$ cat config.mk
export PLATFORM = sky130hd
export DESIGN_NAME = dss_ctrl
export DESIGN_NICKNAME = d
export VERILOG_FILES = /design/src/dss_pkg.sv /design/src/dss_ctrl.sv
export SDC_FILE = /design/constraint.sdc
export NUM_CORES = 1
export LEC_CHECK = 0
export BUFFER_PORTS_ARGS = -buffer_cell sky130_fd_sc_hd__buf_2
export CORE_MARGIN = 4
export CORE_UTILIZATION = 56
export DETAILED_ROUTE_END_ITERATION = 8
export GPL_ROUTABILITY_DRIVEN = 0
export PLACE_DENSITY = 0.93
export SYNTH_ARGS = -nofsm -noshare
export SYNTH_HDL_FRONTEND = slang
export SYNTH_SLANG_ARGS = --single-unit
$ cat constraint.sdc
create_clock -name clk_i -period 4.4 [get_ports clk_i]
set_input_delay 0.22 -clock clk_i [delete_from_list [all_inputs] [get_ports clk_i]]
set_output_delay 0.22 -clock clk_i [all_outputs]
set_load 0.1 [all_outputs]
$ cat src/dss_pkg.sv
// dss_pkg: types, constants and helper functions of the dac shadow scrubber
// used by every module of the block but dss_ram; depends on nothing
`default_nettype none

package dss_pkg;

  localparam int CARDS_DEF      = 32;
  localparam int WORDS_PER_CARD = 32;
  localparam int CARD_W         = 5;
  localparam int IDX_W          = 5;
  localparam int REG_ADDR_W     = 7;
  localparam int VALUE_W        = 32;
  localparam int STATUS_W       = 16;

  localparam logic CMD_LOAD  = 1'b0;
  localparam logic CMD_CHECK = 1'b1;

  localparam logic [IDX_W-1:0] LAST_WORD_IDX = 5'd31;

  localparam logic [7:0] LOW_BASE  = 8'h67;
  localparam logic [7:0] MID_BASE  = 8'h60;
  localparam logic [7:0] HIGH_BASE = 8'h97;
  localparam logic [IDX_W-1:0] MID_START  = 5'd8;
  localparam logic [IDX_W-1:0] HIGH_START = 5'd24;

  typedef struct packed {
    logic                cmd;
    logic [CARD_W-1:0]   card;
    logic [IDX_W-1:0]    word_index;
    logic [VALUE_W-1:0]  word_value;
    logic [STATUS_W-1:0] status_first;
    logic [STATUS_W-1:0] status_second;
  } item_t;

  typedef struct packed {
    logic [CARD_W-1:0]     out_card;
    logic [REG_ADDR_W-1:0] out_address;
    logic [VALUE_W-1:0]    out_value;
    logic                  last;
  } result_t;

  typedef struct packed {
    logic                  valid;
    logic                  from_mem;
    logic [CARD_W-1:0]     card;
    logic [REG_ADDR_W-1:0] address;
    logic [VALUE_W-1:0]    value;
    logic                  last;
  } stage_t;

  typedef enum logic [1:0] {
    ST_IDLE,
    ST_SCAN,
    ST_DRAIN
  } state_e;

  function automatic logic [REG_ADDR_W-1:0] word_address(input logic [IDX_W-1:0] idx);
    logic [7:0] a;
    if (idx < MID_START) begin
      a = LOW_BASE - {3'b000, idx};
    end else if (idx < HIGH_START) begin
      a = MID_BASE + {3'b000, idx};
    end else begin
      a = HIGH_BASE - {3'b000, idx};
    end
    return a[REG_ADDR_W-1:0];
  endfunction

  function automatic logic [WORDS_PER_CARD-1:0] error_mask(
    input logic [STATUS_W-1:0] first,
    input logic [STATUS_W-1:0] second
  );
    logic [WORDS_PER_CARD-1:0] m;
    m = '0;
    for (int j = 0; j < 8; j++) begin
      m[23-j] = first[j];
      m[j]    = first[j+8];
      m[j+8]  = second[j];
      m[31-j] = second[j+8];
    end
    return m;
  endfunction

  function automatic logic [IDX_W-1:0] lowest_bit(input logic [WORDS_PER_CARD-1:0] m);
    logic [IDX_W-1:0] r;
    r = '0;
    for (int j = WORDS_PER_CARD - 1; j >= 0; j--) begin
      if (m[j]) begin
        r = IDX_W'(j);
      end
    end
    return r;
  endfunction

endpackage

`default_nettype wire

$ cat src/dss_ctrl.sv
// dss_ctrl: transaction intake, card presence flags, error-mask scan and
// shadow memory access sequencing; depends on dss_pkg
`default_nettype none

module dss_ctrl #(
  parameter int CARDS  = dss_pkg::CARDS_DEF,
  parameter int ADDR_W = $clog2(CARDS * dss_pkg::WORDS_PER_CARD)
) (
  input  wire logic                 clk_i,
  input  wire logic                 rst_ni,
  input  wire logic                 start,
  output logic                      busy,
  input  wire dss_pkg::item_t       in_i,
  output logic                      we_o,
  output logic [ADDR_W-1:0]         waddr_o,
  output logic [dss_pkg::VALUE_W-1:0] wdata_o,
  output logic                      re_o,
  output logic [ADDR_W-1:0]         raddr_o,
  output dss_pkg::stage_t           stage_o
);

  import dss_pkg::*;

  localparam int CIDX_W = (CARDS > 1) ? $clog2(CARDS) : 1;

  state_e                    state_q, state_d;
  logic [CARDS-1:0]          present_q, present_d;
  logic [WORDS_PER_CARD-1:0] mask_q, mask_d, in_mask, rest;
  logic [CARD_W-1:0]         card_q, card_d;
  stage_t                    stage_q, stage_d;
  logic                      accept, card_ok;
  logic [CIDX_W-1:0]         cidx;
  logic [IDX_W-1:0]          pick;

  assign accept  = start && (state_q == ST_IDLE);
  assign card_ok = {1'b0, in_i.card} < (CARD_W + 1)'(CARDS);
  assign cidx    = in_i.card[CIDX_W-1:0];
  assign in_mask = error_mask(in_i.status_first, in_i.status_second);
  assign pick    = lowest_bit(mask_q);
  assign rest    = mask_q & ~(WORDS_PER_CARD'(1) << pick);

  always_comb begin
    state_d   = state_q;
    present_d = present_q;
    mask_d    = mask_q;
    card_d    = card_q;
    stage_d   = '0;
    we_o      = 1'b0;
    re_o      = 1'b0;
    case (state_q)
      ST_IDLE: begin
        if (accept && card_ok) begin
          if (in_i.cmd == CMD_LOAD) begin
            we_o             = 1'b1;
            stage_d.valid    = 1'b1;
            stage_d.from_mem = 1'b0;
            stage_d.card     = in_i.card;
            stage_d.address  = word_address(in_i.word_index);
            stage_d.value    = in_i.word_value;
            stage_d.last     = 1'b1;
            if (in_i.word_index == LAST_WORD_IDX) begin
              present_d[cidx] = 1'b1;
            end
          end else if (present_q[cidx] && (in_mask != '0)) begin
            mask_d  = in_mask;
            card_d  = in_i.card;
            state_d = ST_SCAN;
          end
        end
      end
      ST_SCAN: begin
        re_o             = 1'b1;
        mask_d           = rest;
        stage_d.valid    = 1'b1;
        stage_d.from_mem = 1'b1;
        stage_d.card     = card_q;
        stage_d.address  = word_address(pick);
        stage_d.last     = (rest == '0);
        if (rest == '0) begin
          state_d = ST_DRAIN;
        end
      end
      ST_DRAIN: begin
        state_d = ST_IDLE;
      end
      default: begin
        state_d = ST_IDLE;
      end
    endcase
  end

  always_ff @(posedge clk_i or negedge rst_ni) begin
    if (!rst_ni) begin
      state_q   <= ST_IDLE;
      present_q <= '0;
      stage_q   <= '0;
    end else begin
      state_q   <= state_d;
      present_q <= present_d;
      stage_q   <= stage_d;
    end
  end

  always_ff @(posedge clk_i) begin
    mask_q <= mask_d;
    card_q <= card_d;
  end

  assign busy    = (state_q != ST_IDLE);
  assign waddr_o = ADDR_W'({in_i.card, in_i.word_index});
  assign wdata_o = in_i.word_value;
  assign raddr_o = ADDR_W'({card_q, pick});
  assign stage_o = stage_q;

endmodule

`default_nettype wire

==> impl_metrics.yaml <==
synth:
  syn_area_per_cell_um2: 11.0
  synth_seq_area_share_pct: 52.8
  synthesis.area_um2: 5950
  synth_nets: 625
  syn_inst: 542
  synth-seq-cells: 118
  ys_warn_count: 0
  synth.distinct_cells: 64
  synth_edf_count: 37
  ys.flop_type: "dfrtp_1"
  postSynth.asyncResetShare_pct: 68.6
  synth_area_leaders: "dfrtp_1, edfxtp_1, buf_4"
  synth.largest_area_cell: "dfrtp_1"
  yosys.area.top_type_share_pct: 34.1
setup_path:
  crit_fanout: 8
  cp.required_ps: 4810
  r2r-end: "state_q[0]"
  r2r_start: "mask_q[19]"
  cpPeakStageDelay_ps: 600
  crit_chain: "nor4_1 -> o21ai_0 -> o21ai_1 -> nand3_1 -> o41ai_1 -> nand4_1 -> nor4_1 -> nand4_1 -> o31a_1"
  crit_path_end_kind: "register"
  crit_cells: 9
  cp.arrival_ps: 3950
  critical_path_class: "register to register"
  crit_end: "state_q[0]"
  cp-startpoint: "mask_q[19]"
  critPathLaunchType: "register"
  crit_buf_inv: 0
  reg2reg_slack_ps: 850
  reg2reg_depth: 9
  cpMaxStageDelayCell: "o41ai_1"
  crit_family: "simple AND/OR/NAND/NOR gates"
power_and_ir_drop:
  switchingPower_uw: 1300
  irDropWorstVdd_uv: 301
  switching_share_pct: 37.5
  pwr-share-seq_pct: 36.6
  internal_power_uw: 2160
  power_leakage_uw: 0.00385
  p_comb_share_pct: 24.6
  powerDensity_nw_per_um2: 453
  pwr-share-clk_pct: 38.8
floorplanning:
  initial_utilization_pct: 57.6
  die_area_um2: 12300
  io_pins: 180
  die-width_um: 111
  rows: 37
  core_area_um2: 10300
  fp.dieH_um: 111
route:
  routedWlPerCell_um: 24.4
  drc: 67
  vias_per_cell: 6.57
  wirelength_mm: 21.3
  ant_nets: 0
  drt_iter0_markers: 849
  vias: 5733
  first_pass_iters: 9
timing:
  setup_viol: 0
  period_needed_ps: 3550
  fin_skew_ps: 12.2
  fmax_ghz: 0.282
  maxSlewHeadroom_pct: 32.4
  tns_ps: 0
  drv_slew: 0
  rsz0062_at_grt: "false"
  period_share_pct: 80.6
  finalHoldViolCount: 0
  tightest_slew_ps: 1010
global_route:
  overflow: 0
  grt_pass1_wl_mm: 33.2
  grt_antenna_before_repair: 0
  grt_use_total_pct: 34.6
  first_global_vias: 6029
  grt_max_degree: 82
status:
  violations: "design-rule violations"
  status: "complete, but fails checks"
cells_and_area:
  area.sequential_um2: 3140
  fillers: 607
  diodes: 0
  fin_util_pct: 74.0
  multiInputGateArea_um2: 2360
  drive_gt1_share_pct: 33.0
  fin_nets: 806
  area_delta_synth_final_pct: 28.4
cts:
  htree_levels: 4
  cts_buffer_depth: 2
  cts_tree: "yes"
  ctsResizeCount: 0
  post-cts-setup-buffers: 0
  cts.clk_slew.worst_paths_ps: 70
  cts.sinks: 118
  clk_latency_ps: 530
  root_buffer: "clkbuf_8"
  cts_buffers: 17
placed_design:
  hpwl_mm: 13.2
  io_buffers: 179
min_path:
  hp-class: "primary input to register"
run:
  cap_violations: 0
[worst min-delay path: cells and delay by family]
family | cells | cell delay, ps
buffers and inverters | 1 | 90
AO/OA/AOI/OAI | 1 | 60
AND/OR/NAND/NOR | 1 | 50
[per-stage QoR]
stage / total power [uW] / cells / cell area (um2) / hold WS [ps] / setup slack, ps
global placement: 2050 / 799 / 6650 / 423 / 1260
detailed placement: 2070 / 799 / 6650 / 443 / 1070
floorplan: 1900 / 542 / 5950 / -75.6 / 841
finish: 3460 / 872 / 7640 / 13.6 / 852
CTS: 3410 / 872 / 7640 / 4.15 / 1120
global route: 3550 / 872 / 7640 / 18.7 / 793
[logic make-up after synthesis]
kind of cell	after synthesis	synth area share (%)
XOR/XNOR	6	0.884
adder cells (fa/ha/maj)	5	1.05
buffers and inverters	78	7.60
flip-flops	118	52.8
AND/OR/NAND/NOR	187	16.9
multiplexers	12	3.79
AO/OA/AOI/OAI	136	17.0
[Yosys cell counts (all sizes together), types with 3 or more instances]
| cell | number |
|---|---|
| nand3 | 12 |
| a22o | 6 |
| nand2 | 43 |
| or3 | 4 |
| or2 | 4 |
| nor2 | 29 |
| and2 | 34 |
| ha | 5 |
| o41ai | 7 |
| nor4 | 17 |
| edfxtp | 37 |
| nor3 | 9 |
| inv | 16 |
| nand2b | 6 |
| o22ai | 4 |
| nand4 | 6 |
| mux4 | 8 |
| o21a | 4 |
| a21o | 28 |
| o21ai | 38 |
| o21bai | 3 |
| or4 | 4 |
| and3 | 3 |
| a41o | 3 |
| o311ai | 7 |
| a21oi | 4 |
| xor2 | 4 |
| o31a | 4 |
| buf | 43 |
| clkbuf | 19 |
| nor3b | 6 |
| mux2 | 4 |
| dfrtp | 81 |
| o31ai | 12 |
[power groups by stage]
stage | Sequential (uW) | Combinational (uW) | Clock [uW]
6_report | 1270 | 850 | 1340
5_1_grt | 1270 | 873 | 1400
4_1_cts | 1260 | 828 | 1320
3_5_place_dp | 1280 | 792 | 0
3_3_place_gp | 1280 | 776 | 0
2_1_floorplan | 1490 | 410 | 0
[worst min-delay path by stage]
stage | start | endpoint | slack (ps) | cells after the start
final | in_i[11] | mask_q[28] | 10 | 3
after global routing | in_i[11] | mask_q[28] | 20 | 3
after CTS | in_i[27] | mask_q[3] | 4 | 3
after detailed placement | present_q[17] | present_q[17] | 440 | 1
after global placement | rst_ni | present_q[6] | 420 | 1
after floorplan | rst_ni | present_q[0] | -80 | 0
[area by class of cell]
cell class	count	share of cell area (%)
Clock buffer	19	6.08
Timing Repair Buffer	224	17.5
Inverter	16	0.786
Tap cell	136	2.23
Multi-Input combinational cell	346	30.9
Clock inverter	13	1.44
Sequential cell	118	41.1
[registers in the layout (all words and copies together) (netlist names)]
signal and flops:
stage_o 47, mask_q 32, present_q 32, card_q 5, state_q 2
[cell usage in the layout, fill, tap and decap left out, types with 4 or more instances in the layout]
master and instances:
buf_2 178, nand2b_1 6, edfxtp_1 37, o311ai_0 6
o31ai_1 11, nor4_1 17, nand2_1 43, a21oi_1 4
o41ai_1 7, or2_2 4, nand3_1 12, nor3_1 9
clkinv_4 4, dlygate4sd3_1 41, mux4_2 8, a21o_1 28
o31a_1 4, dfrtp_1 81, buf_4 5, or3_1 4
inv_6 4, nor2_1 29, o21ai_0 36, inv_1 13
a22o_1 6, and2_1 34, mux2_2 4, nor3b_1 6
nand4_1 6, o22ai_1 4, xor2_1 4, ha_1 5
clkbuf_16 18
[per-layer routing]
metal | vias to the layer above | track usage (%) | wire [um]
li1 | 2334 | - | -
met1 | 2683 | 39.2 | 6770
met2 | 557 | 59.0 | 10700
met3 | 159 | 9.72 | 2320
met4 | 0 | 18.9 | 1470
met5 | - | 0 | 0
[timing repair]
item | 4_1_cts | 5_1_grt
endpoints found under the setup margin | 0 | 0
hold buffers | 41 | 0
endpoints found under the hold margin | 121 | 0
(Power assumes the default switching activity.)
